==> src/design/fgr_pkg.sv <==
`default_nettype none

package fgr_pkg;

  localparam int DATA_WIDTH = 32;
  // Shift count of the binary GCD never exceeds DATA_WIDTH - 1.
  localparam int ShiftWidth = $clog2(DATA_WIDTH);
  // Divider step counter must hold DATA_WIDTH itself.
  localparam int StepWidth = $clog2(DATA_WIDTH + 1);

  typedef logic [DATA_WIDTH-1:0] word_t;

  typedef enum logic [2:0] {
    ST_IDLE,
    ST_GCD,
    ST_DIV_NUM,
    ST_DIV_DEN,
    ST_DONE
  } state_e;

endpackage

`default_nettype wire

==> src/design/fgr_in_if.sv <==
`default_nettype none

interface fgr_in_if;
  import fgr_pkg::*;

  logic                         valid;
  logic                         ready;
  logic signed [DATA_WIDTH-1:0] num_in;
  logic        [DATA_WIDTH-1:0] den_in;

  modport source (output valid, output num_in, output den_in, input ready);
  modport sink (input valid, input num_in, input den_in, output ready);

endinterface

`default_nettype wire

==> src/design/fgr_out_if.sv <==
`default_nettype none

interface fgr_out_if;
  import fgr_pkg::*;

  logic                         valid;
  logic                         ready;
  logic signed [DATA_WIDTH-1:0] num_out;
  logic        [DATA_WIDTH-1:0] den_out;

  modport source (output valid, output num_out, output den_out, input ready);
  modport sink (input valid, input num_out, input den_out, output ready);

endinterface

`default_nettype wire

==> src/design/fraction_gcd_reducer.sv <==
// Reduces a fraction num/den (signed numerator, unsigned denominator) by the
// greatest common divisor of the magnitudes, one request at a time. A binary
// GCD unit takes one shift or subtract step per cycle, and a shared restoring
// divider then forms numerator/gcd and denominator/gcd at one bit per cycle;
// 0/0 skips the divisions and returns 0/0. A finished result sits in the
// output register until taken, and the next request is taken once it has been
// moved there.
`default_nettype none

module fraction_gcd_reducer (
  input  wire logic  clk_i,
  input  wire logic  rst_ni,
  fgr_in_if.sink     in_i,
  fgr_out_if.source  out_o
);
  import fgr_pkg::*;

  state_e state_q, state_d;

  logic  in_fire;
  logic  gcd_start, gcd_done;
  word_t gcd_val;
  logic  div_start, div_done, div_sel_den;
  word_t div_quot, div_dividend;
  logic  out_load;

  word_t nraw_q, nmag_q, den_q, g_q, qn_q;
  logic  neg_q;
  word_t in_nmag;
  word_t num_res;

  word_t out_num_q, out_den_q;
  logic  out_valid_q;
  word_t div_quot_den_q;

  assign in_fire = in_i.valid && in_i.ready;
  // Negating the most negative value gives 2^(W-1), which fits unsigned.
  assign in_nmag = in_i.num_in[DATA_WIDTH-1] ? word_t'(-in_i.num_in) : word_t'(in_i.num_in);

  fgr_gcd u_gcd (
    .clk_i   (clk_i),
    .rst_ni  (rst_ni),
    .start_i (gcd_start),
    .a_i     (in_nmag),
    .b_i     (in_i.den_in),
    .done_o  (gcd_done),
    .gcd_o   (gcd_val)
  );

  assign div_dividend = div_sel_den ? den_q : nmag_q;

  fgr_div u_div (
    .clk_i      (clk_i),
    .rst_ni     (rst_ni),
    .start_i    (div_start),
    .dividend_i (div_dividend),
    .divisor_i  (div_sel_den ? g_q : gcd_val),
    .done_o     (div_done),
    .quot_o     (div_quot)
  );

  always_comb begin
    state_d = state_q;
    unique case (state_q)
      ST_IDLE: begin
        if (in_fire) state_d = ST_GCD;
      end
      ST_GCD: begin
        if (gcd_done) state_d = (gcd_val == '0) ? ST_DONE : ST_DIV_NUM;
      end
      ST_DIV_NUM: begin
        if (div_done) state_d = ST_DIV_DEN;
      end
      ST_DIV_DEN: begin
        if (div_done) state_d = ST_DONE;
      end
      ST_DONE: begin
        if (!out_valid_q || out_o.ready) state_d = ST_IDLE;
      end
      default: state_d = ST_IDLE;
    endcase
  end

  always_comb begin
    in_i.ready  = 1'b0;
    gcd_start   = 1'b0;
    div_start   = 1'b0;
    div_sel_den = 1'b0;
    out_load    = 1'b0;
    unique case (state_q)
      ST_IDLE: begin
        in_i.ready = 1'b1;
        gcd_start  = in_fire;
      end
      ST_GCD: begin
        div_start = gcd_done && (gcd_val != '0);
      end
      ST_DIV_NUM: begin
        div_sel_den = 1'b1;
        div_start   = div_done;
      end
      ST_DIV_DEN: begin
        div_sel_den = 1'b1;
      end
      ST_DONE: begin
        out_load = !out_valid_q || out_o.ready;
      end
      default: begin
        in_i.ready = 1'b0;
      end
    endcase
  end

  always_comb begin
    if (g_q == '0) begin
      num_res = nraw_q;
    end else if (neg_q) begin
      num_res = word_t'(-qn_q);
    end else begin
      num_res = qn_q;
    end
  end

  always_ff @(posedge clk_i or negedge rst_ni) begin
    if (!rst_ni) begin
      state_q     <= ST_IDLE;
      out_valid_q <= 1'b0;
    end else begin
      state_q <= state_d;
      if (out_load) begin
        out_valid_q <= 1'b1;
      end else if (out_o.ready) begin
        out_valid_q <= 1'b0;
      end
    end
  end

  always_ff @(posedge clk_i) begin
    if (in_fire) begin
      nraw_q <= word_t'(in_i.num_in);
      nmag_q <= in_nmag;
      den_q  <= in_i.den_in;
      neg_q  <= in_i.num_in[DATA_WIDTH-1];
    end
    if (state_q == ST_GCD && gcd_done) g_q <= gcd_val;
    if (state_q == ST_DIV_NUM && div_done) qn_q <= div_quot;
    if (out_load) begin
      out_num_q <= num_res;
      // A zero GCD means 0/0, and den_q holds that zero already.
      out_den_q <= (g_q == '0) ? den_q : div_quot_den_q;
    end
  end

  always_ff @(posedge clk_i) begin
    if (state_q == ST_DIV_DEN && div_done) div_quot_den_q <= div_quot;
  end

  assign out_o.valid   = out_valid_q;
  assign out_o.num_out = signed'(out_num_q);
  assign out_o.den_out = out_den_q;

endmodule

`default_nettype wire

==> src/design/fgr_gcd.sv <==
`default_nettype none

module fgr_gcd (
  input  wire logic          clk_i,
  input  wire logic          rst_ni,
  input  wire logic          start_i,
  input  wire fgr_pkg::word_t a_i,
  input  wire fgr_pkg::word_t b_i,
  output logic               done_o,
  output fgr_pkg::word_t     gcd_o
);
  import fgr_pkg::*;

  word_t                 a_q, a_d;
  word_t                 b_q, b_d;
  logic [ShiftWidth-1:0] k_q, k_d;
  logic                  busy_q, busy_d;
  logic                  done_q, done_d;
  word_t                 gcd_q, gcd_d;
  logic [DATA_WIDTH:0]   diff;
  word_t                 rest;

  // One subtract serves both the compare and the difference.
  assign diff = {1'b0, a_q} - {1'b0, b_q};
  assign rest = (a_q == '0) ? b_q : a_q;

  always_comb begin
    a_d    = a_q;
    b_d    = b_q;
    k_d    = k_q;
    busy_d = busy_q;
    done_d = 1'b0;
    gcd_d  = gcd_q;
    if (start_i) begin
      a_d    = a_i;
      b_d    = b_i;
      k_d    = '0;
      busy_d = 1'b1;
    end else if (busy_q) begin
      if (a_q == '0 || b_q == '0) begin
        // Common factors of two removed earlier are restored here.
        gcd_d  = rest << k_q;
        busy_d = 1'b0;
        done_d = 1'b1;
      end else if (!a_q[0] && !b_q[0]) begin
        a_d = a_q >> 1;
        b_d = b_q >> 1;
        k_d = k_q + ShiftWidth'(1);
      end else if (!a_q[0]) begin
        a_d = a_q >> 1;
      end else if (!b_q[0]) begin
        b_d = b_q >> 1;
      end else if (!diff[DATA_WIDTH]) begin
        a_d = diff[DATA_WIDTH:1];
      end else begin
        b_d = word_t'((~diff[DATA_WIDTH-1:0] + word_t'(1)) >> 1);
      end
    end
  end

  always_ff @(posedge clk_i or negedge rst_ni) begin
    if (!rst_ni) begin
      busy_q <= 1'b0;
      done_q <= 1'b0;
    end else begin
      busy_q <= busy_d;
      done_q <= done_d;
    end
  end

  always_ff @(posedge clk_i) begin
    a_q   <= a_d;
    b_q   <= b_d;
    k_q   <= k_d;
    gcd_q <= gcd_d;
  end

  assign done_o = done_q;
  assign gcd_o  = gcd_q;

endmodule

`default_nettype wire

==> src/design/fgr_div.sv <==
`default_nettype none

module fgr_div (
  input  wire logic           clk_i,
  input  wire logic           rst_ni,
  input  wire logic           start_i,
  input  wire fgr_pkg::word_t dividend_i,
  input  wire fgr_pkg::word_t divisor_i,
  output logic                done_o,
  output fgr_pkg::word_t      quot_o
);
  import fgr_pkg::*;

  word_t                rem_q, rem_d;
  word_t                quot_q, quot_d;
  word_t                dsr_q, dsr_d;
  logic [StepWidth-1:0] cnt_q, cnt_d;
  logic                 busy_q, busy_d;
  logic                 done_q, done_d;
  logic [DATA_WIDTH:0]  rem_sh;
  logic [DATA_WIDTH:0]  trial;

  // Restoring division: one quotient bit per cycle, MSB first.
  assign rem_sh = {rem_q, quot_q[DATA_WIDTH-1]};
  assign trial  = rem_sh - {1'b0, dsr_q};

  always_comb begin
    rem_d  = rem_q;
    quot_d = quot_q;
    dsr_d  = dsr_q;
    cnt_d  = cnt_q;
    busy_d = busy_q;
    done_d = 1'b0;
    if (start_i) begin
      rem_d  = '0;
      quot_d = dividend_i;
      dsr_d  = divisor_i;
      cnt_d  = StepWidth'(DATA_WIDTH);
      busy_d = 1'b1;
    end else if (busy_q) begin
      if (!trial[DATA_WIDTH]) begin
        rem_d  = trial[DATA_WIDTH-1:0];
        quot_d = {quot_q[DATA_WIDTH-2:0], 1'b1};
      end else begin
        rem_d  = rem_sh[DATA_WIDTH-1:0];
        quot_d = {quot_q[DATA_WIDTH-2:0], 1'b0};
      end
      cnt_d = cnt_q - StepWidth'(1);
      if (cnt_q == StepWidth'(1)) begin
        busy_d = 1'b0;
        done_d = 1'b1;
      end
    end
  end

  always_ff @(posedge clk_i or negedge rst_ni) begin
    if (!rst_ni) begin
      busy_q <= 1'b0;
      done_q <= 1'b0;
      cnt_q  <= '0;
    end else begin
      busy_q <= busy_d;
      done_q <= done_d;
      cnt_q  <= cnt_d;
    end
  end

  always_ff @(posedge clk_i) begin
    rem_q  <= rem_d;
    quot_q <= quot_d;
    dsr_q  <= dsr_d;
  end

  assign done_o = done_q;
  assign quot_o = quot_q;

endmodule

`default_nettype wire

==> src/flat_wrapper.sv <==
// flat-port wrapper written by rule: the top's interface ports become plain ports
module fraction_gcd_reducer_flat import fgr_pkg::*;
  (clk_i, rst_ni, in_i_valid, in_i_num_in, in_i_den_in, in_i_ready, out_o_valid, out_o_num_out, out_o_den_out, out_o_ready);
  fgr_in_if in_i_i ();
  fgr_out_if out_o_i ();
  input  wire logic clk_i;
  input  wire logic rst_ni;
  input wire logic [$bits(in_i_i.valid)-1:0] in_i_valid;
  input wire logic [$bits(in_i_i.num_in)-1:0] in_i_num_in;
  input wire logic [$bits(in_i_i.den_in)-1:0] in_i_den_in;
  output wire logic [$bits(in_i_i.ready)-1:0] in_i_ready;
  output wire logic [$bits(out_o_i.valid)-1:0] out_o_valid;
  output wire logic [$bits(out_o_i.num_out)-1:0] out_o_num_out;
  output wire logic [$bits(out_o_i.den_out)-1:0] out_o_den_out;
  input wire logic [$bits(out_o_i.ready)-1:0] out_o_ready;
  assign in_i_i.valid = in_i_valid;
  assign in_i_i.num_in = in_i_num_in;
  assign in_i_i.den_in = in_i_den_in;
  assign in_i_ready = in_i_i.ready;
  assign out_o_valid = out_o_i.valid;
  assign out_o_num_out = out_o_i.num_out;
  assign out_o_den_out = out_o_i.den_out;
  assign out_o_i.ready = out_o_ready;
  fraction_gcd_reducer u_core (.clk_i(clk_i), .rst_ni(rst_ni), .in_i(in_i_i), .out_o(out_o_i));
endmodule
==> config.mk <==
export PLATFORM = sky130hd
export DESIGN_NAME = fraction_gcd_reducer_flat
export DESIGN_NICKNAME = d
export VERILOG_FILES = /design/src/design/fgr_pkg.sv /design/src/design/fgr_in_if.sv /design/src/design/fgr_out_if.sv /design/src/design/fraction_gcd_reducer.sv /design/src/design/fgr_gcd.sv /design/src/design/fgr_div.sv /design/src/flat_wrapper.sv
export SDC_FILE = /design/constraint.sdc
export NUM_CORES = 1
export LEC_CHECK = 0
export BUFFER_PORTS_ARGS = -buffer_cell sky130_fd_sc_hd__buf_4
export CAP_MARGIN = 20
export CORE_UTILIZATION = 56
export CTS_CLUSTER_DIAMETER = 40
export DETAILED_ROUTE_END_ITERATION = 10
export PLACE_DENSITY = 0.74
export SLEW_MARGIN = 20
export SYNTH_ARGS = -nofsm -noshare
export SYNTH_HDL_FRONTEND = slang
export SYNTH_SLANG_ARGS = --single-unit
export TNS_END_PERCENT = 20
==> constraint.sdc <==
create_clock -name clk_i -period 15.95 [get_ports clk_i]
set_clock_uncertainty 0.2 [all_clocks]
set_input_delay 2.3925 -clock clk_i [delete_from_list [all_inputs] [get_ports clk_i]]
set_output_delay 2.3925 -clock clk_i [all_outputs]
set_load 0.05 [all_outputs]
Word level (Yosys, flattened, before mapping)
Index checks and enable logic that the tools add are counted.
{"block": "totals", "out_inout_bits": 66, "ff_bits": 468, "inputBits": 68}
{"block": "classes", "n_reduce_logical": 29, "n_addsub": 7, "n_shift": 1, "muxes": 53, "eq_ne": 14, "n_bitwise": 3}
{"op": "two-way mux 32 bit", "count": 24}
{"op": "logical NOT 32 bit", "count": 4}
{"op": "negator 32 bit", "count": 2}
{"op": "subtractor 32 x 32 -> 33 bit", "count": 1}
{"op": "subtractor 33 x 32 -> 33 bit", "count": 1}
{"op": "adder 32 x 1 -> 32 bit, second input constant", "count": 1}
{"op": "NOT 32 bit", "count": 1}
{"op": "nonzero test 32 bit", "count": 1}
{"op": "<< shifter 32 x 5 -> 32 bit", "count": 1}
{"op": "two-way mux 1 bit", "count": 19}
{"op": "two-way mux 3 bit", "count": 6}
{"op": "one-hot mux 3 bit (5 select lines)", "count": 1}
{"op": "two-way mux 6 bit", "count": 2}
{"op": "AND reduction 3 bit", "count": 3}
{"op": "!= test 4 x 1 -> 1 bit, second input constant", "count": 2}
{"op": "AND reduction 4 bit", "count": 2}
{"op": "== test 3 x 2 -> 1 bit, second input constant", "count": 2}
{"op": "== test 6 x 1 -> 1 bit, second input constant", "count": 1}
{"op": "logical AND 1 bit", "count": 6}
{"op": "!= test 2 x 1 -> 1 bit, second input constant", "count": 3}
{"op": "!= test 2 bit, second input constant", "count": 3}
{"op": "nonzero test 2 bit", "count": 3}
{"op": "subtractor 6 x 1 -> 6 bit, second input constant", "count": 1}
{"op": "adder 5 x 1 -> 5 bit, second input constant", "count": 1}
{"op": "12 further kinds", "count": 16}

Depth between registers and ports, before layout
{"block": "logic_depth", "word_depth": 10, "mapped_depth": 15, "mapped_depth_nobuf": 13}

Hierarchy
From an unflattened synthesis, not the netlist that was laid out.
{"block": "hier_totals", "cells_unflattened": 2473, "area_unflattened_um2": 26409.1}
{"module": "fraction_gcd_reducer", "instances": 1, "cells_per_inst": 751, "seq_area_each_um2": 7757.4, "area_each_um2": 10879.2}
{"module": "fgr_gcd", "instances": 1, "cells_per_inst": 1078, "seq_area_each_um2": 3032.9, "area_each_um2": 9186.3}
{"module": "fgr_div", "instances": 1, "cells_per_inst": 644, "seq_area_each_um2": 2762.6, "area_each_um2": 6343.6}

Least setup slack after synthesis
Ideal clock, no wire load.
{"block": "synth_path", "path_kind": "input port to flip-flop", "start": "input port in_i_valid", "end": "register u_core.den_q[0], enable pin", "t_arrival_ns": 5.459, "required_time_ns": 15.254, "cell_stages": 3, "setup_slack_ns": 9.795, "cell_sequence": "nand2_1 -> inv_2 -> clkbuf_1"}
{"block": "synth_via", "elab_chain_cells": 1}
{"item": "from (decl)", "line_no": "flat_wrapper.sv:8", "source": "input wire logic [$bits(in_i_i.valid)-1:0] in_i_valid;"}
{"item": "logical AND 1 bit", "line_no": "fraction_gcd_reducer.sv:36", "source": "assign in_fire = in_i.valid && in_i.ready;"}
{"item": "to (signal assigned)", "line_no": "fraction_gcd_reducer.sv:142", "source": "den_q <= in_i.den_in;"}
{"item": "to (decl)", "line_no": "fraction_gcd_reducer.sv:27", "source": "word_t nraw_q, nmag_q, den_q, g_q, qn_q;"}
Every way passes these cells.
A chain may end at the register's enable or synchronous reset.

Worst setup path in the final report
{"block": "layout_path", "start": "register u_core.u_gcd.b_q[9]", "end": "register u_core.u_gcd.a_q[0], data pin"}
{"block": "layout_via", "elab_chain_cells": 8}
{"item": "from (decl)", "line_no": "fgr_gcd.sv:15", "source": "word_t b_q, b_d;"}
{"item": "from (signal assigned)", "line_no": "fgr_gcd.sv:73", "source": "b_q <= b_d;"}
{"item": "subtractor 32 x 32 -> 33 bit", "line_no": "fgr_gcd.sv:24", "source": "assign diff = {1'b0, a_q} - {1'b0, b_q};"}
{"item": "two-way mux 32 bit", "line_no": "fgr_gcd.sv:53", "source": "end else if (!diff[DATA_WIDTH]) begin"}
{"item": "two-way mux 32 bit", "line_no": "fgr_gcd.sv:51", "source": "end else if (!b_q[0]) begin"}
{"item": "two-way mux 32 bit", "line_no": "fgr_gcd.sv:49", "source": "end else if (!a_q[0]) begin"}
{"item": "two-way mux 32 bit", "line_no": "fgr_gcd.sv:45", "source": "end else if (!a_q[0] && !b_q[0]) begin"}
{"item": "two-way mux 32 bit", "line_no": "fgr_gcd.sv:40", "source": "if (a_q == '0 || b_q == '0) begin"}
{"item": "two-way mux 32 bit", "line_no": "fgr_gcd.sv:39", "source": "end else if (busy_q) begin"}
{"item": "two-way mux 32 bit", "line_no": "fgr_gcd.sv:34", "source": "if (start_i) begin"}
{"item": "via u_core.u_gcd.a_d[0]", "line_no": "fgr_gcd.sv:14", "source": "word_t a_q, a_d;"}
{"item": "to (signal assigned)", "line_no": "fgr_gcd.sv:72", "source": "a_q <= a_d;"}
{"item": "to (decl)", "line_no": "fgr_gcd.sv:14"}
The timed path passes the listed nets, and every way through them passes these cells. The select of a mux whose other input is x is not followed.

==> impl_metrics.json <==
{
  "dr.pass1.iters": 6,
  "dieArea_um2": 46900,
  "path_clk_slew_ns": 0.06,
  "worst_pin_slew_ns": 1.12,
  "cts_tree": "done",
  "cp_data_required_time_ns": 16.04,
  "postCtsHoldBufs": 0,
  "coreArea_um2": 45400,
  "ys.flop_type": "edfxtp_1",
  "routed_wl_um": 71800,
  "grt-ovfl-total": 0,
  "max_freq_mhz": 200,
  "end_kind": "flop",
  "htree_levels": 2,
  "slew_headroom_pct": 25.4,
  "grt_max_degree": 101,
  "min_period_ns": 5.01,
  "grtUsageTotal_pct": 30.4,
  "grt_pass1_wl_um": 109000,
  "period_share_pct": 31.4,
  "syn_nets": 2517,
  "maxCapViolations": 0,
  "vias_per_cell": 6.38,
  "peakVddDrop_v": 0.000130,
  "slowest_delay_ns": 0.91,
  "yosys.area.top_type": "edfxtp_1",
  "synth.top_cell.area_share_pct": 48.4,
  "leakage_nw": 10.7,
  "cts-root-buf": "clkbuf_16",
  "cts.repair.resized": 0,
  "drtIter0Drc": 2332,
  "netlist_instances": 2375,
  "rsz0062_at_grt": "no",
  "yosysUniqueCellTypes": 91,
  "async_reset_ff_share_pct": 3.00,
  "drcViolationCount": 0,
  "num_vias": 19900,
  "drv_slew": 0,
  "clock_latency_ns": 0.60,
  "pre_cts_slack_ns": 10.59,
  "crit_fanout": 25,
  "cp_cell_sequence": "inv_1, ha_1, a21oi_1, o21ai_0, nor3_2, a21boi_0, o211ai_1, o21a_1, nor3_4, a221o_1, o21ai_0",
  "post-dp-hpwl_um": 52300,
  "final_cells": 3116,
  "final_util_pct": 64.3,
  "yosysSeqAreaShare_pct": 52.6,
  "synth_edf_count": 415,
  "wire_per_inst_um": 23.0,
  "yosysWarnings": 0,
  "synth_area_leaders": "edfxtp_1 (48%), mux2i_1 (4.2%), nor2_1 (3.8%)",
  "worstSetupPathType": "flop to flop",
  "avgSynthCellArea_um2": 10.8,
  "antenna_found_initial": 3,
  "cts_setup_buffers": 0,
  "ios": 134,
  "slowest_stage": "nor3_4",
  "die_h_um": 216,
  "cts_inserted_buffers": 54,
  "cpMostUsedCell": "o21ai_0",
  "status": "finished, final reports clean",
  "area_growth_pct": 13.3,
  "synth_area_um2": 25800,
  "synth_common_cells": "edfxtp_1 (415), nor2_1 (264), nand2_1 (169)",
  "clock_path_buffers": 3,
  "worstSetupStartpointType": "flop",
  "antenna_left": 0,
  "cp.arrival_ns": 5.09,
  "portBuffers": 133,
  "yosysMostFrequentCell": "edfxtp_1",
  "layout-drive-gt1-share_pct": 15.0,
  "hold_ws_ns": 0.285,
  "place.gp.congestion": 0.961,
  "setup_violations": 0,
  "fin_nets": 2609,
  "powerDensity_nw_per_um2": 192,
  "hp-class": "flop to flop",
  "grt_pass1_vias": 18700,
  "hold_violations": 0,
  "fp.dieW_um": 216,
  "dpl.cell_count": 3011,
  "finalWorstSetupSlack_ns": 10.94,
  "row_count": 78,
  "start_util_pct": 56.8,
  "ys_ff_latch": 466,
  "clock_sinks": 466,
  "final.setup.tns_ns": 0
}
[worst max-delay path: cells and delay by family (launching register included)]
family,cells,cell delay [ns]
flip-flops,1,0.55
buffers and inverters,1,0.09
adder cells (fa/ha/maj),1,0.52
AO/OA/AOI/OAI,7,2.25
AND/OR/NAND/NOR,2,1.08
[layout make-up]
cell class | instances | area [um^2]
Fill cell | 3478 | 16200
Sequential cell | 466 | 13600
Multi-Input combinational cell | 1688 | 11400
Clock buffer | 68 | 1510
Timing Repair Buffer | 158 | 1190
Tap cell | 600 | 751
Inverter | 99 | 377
Clock inverter | 33 | 359
Antenna cell | 4 | 10.0
[state kept, by name (all words and copies together), names as in the netlist, 3 cells and up]
| name | flops |
|---|---|
| u_core.u_gcd.b_q | 32 |
| u_core.u_div.rem_q | 32 |
| u_core.u_div.cnt_q | 6 |
| u_core.u_gcd.gcd_o | 32 |
| u_core.g_q | 32 |
| u_core.u_div.dsr_q | 32 |
| u_core.nraw_q | 31 |
| u_core.out_o.den_out | 32 |
| u_core.state_q | 3 |
| u_core.u_gcd.a_q | 32 |
| u_core.nmag_q | 32 |
| u_core.u_gcd.k_q | 5 |
| u_core.u_div.quot_o | 32 |
| u_core.out_o.num_out | 32 |
| u_core.den_q | 32 |
| u_core.qn_q | 32 |
| u_core.div_quot_den_q | 32 |
[routing by layer]
layer	GRT usage, %	vias up	routed length [um]
met1	46.1	9633	32400
met4	10.3	0	2390
met3	4.91	160	6330
met5	0	-	0
met2	44.1	972	30700
li1	-	9124	-
[logic make-up (layout without fill, tap and decap cells)]
group	count (synthesis)	in the layout	share of synthesized area [%]
buffers and inverters	221	358	3.32
other	0	4	0
XOR/XNOR	126	126	4.28
multiplexers	192	192	8.01
adder cells (fa/ha/maj)	74	74	3.65
flip-flops	466	466	52.6
AO/OA/AOI/OAI	601	601	15.2
AND/OR/NAND/NOR	695	695	12.9
[report_power, final]
part | total, mW | switching (mW) | internal (mW) | leakage, nW
clock | 1.27 | 0.513 | 0.759 | 0.895
sequential | 1.76 | 0.209 | 1.55 | 4.33
combinational | 2.57 | 1.66 | 0.906 | 5.46
[layout by cell type (no fill, tap or decap), drive strengths merged, types with 38 or more instances in the layout]
cell    instances
ha             72
inv           106
clkbuf         68
xor2           50
nor2          265
xnor2          76
mux2           82
a211oi         51
nand2         170
a21oi         156
edfxtp        415
nor3           38
mux2i         107
o21ai         127
buf           158
a21o           43
nor4           50
[path summary, 6_finish.rpt]
| kind | from | end | slack (ns) | cells past startpoint |
|---|---|---|---|---|
| min reg2reg | u_core.u_div.quot_o[1]$_DFFE_PP_ | u_core.qn_q[1]$_DFFE_PP_ | 0.29 | 0 |
| max in group asynchronous | rst_ni | u_core.u_div.busy_q$_DFF_PN0_ | 13.88 | 1 |
| min | u_core.u_div.quot_o[1]$_DFFE_PP_ | u_core.qn_q[1]$_DFFE_PP_ | 0.29 | 0 |
| max reg2reg | u_core.u_gcd.b_q[9]$_DFFE_PP_ | u_core.u_gcd.a_q[0]$_DFFE_PP_ | 10.94 | 11 |
| min in group asynchronous | rst_ni | u_core.u_div.cnt_q[0]$_DFFE_PN0P_ | 1.46 | 1 |
| max | u_core.u_gcd.b_q[9]$_DFFE_PP_ | u_core.u_gcd.a_q[0]$_DFFE_PP_ | 10.94 | 11 |
[stage by stage]
stage | power [mW] | cell area [um^2]
final | 5.60 | 29200
after global routing | 5.88 | 29200
after CTS | 5.53 | 29200
after detailed placement | 4.26 | 27300
after global placement | 4.24 | 27300
after floorplan | 3.50 | 25800
Note: power is estimated with default switching activity, not from simulation.
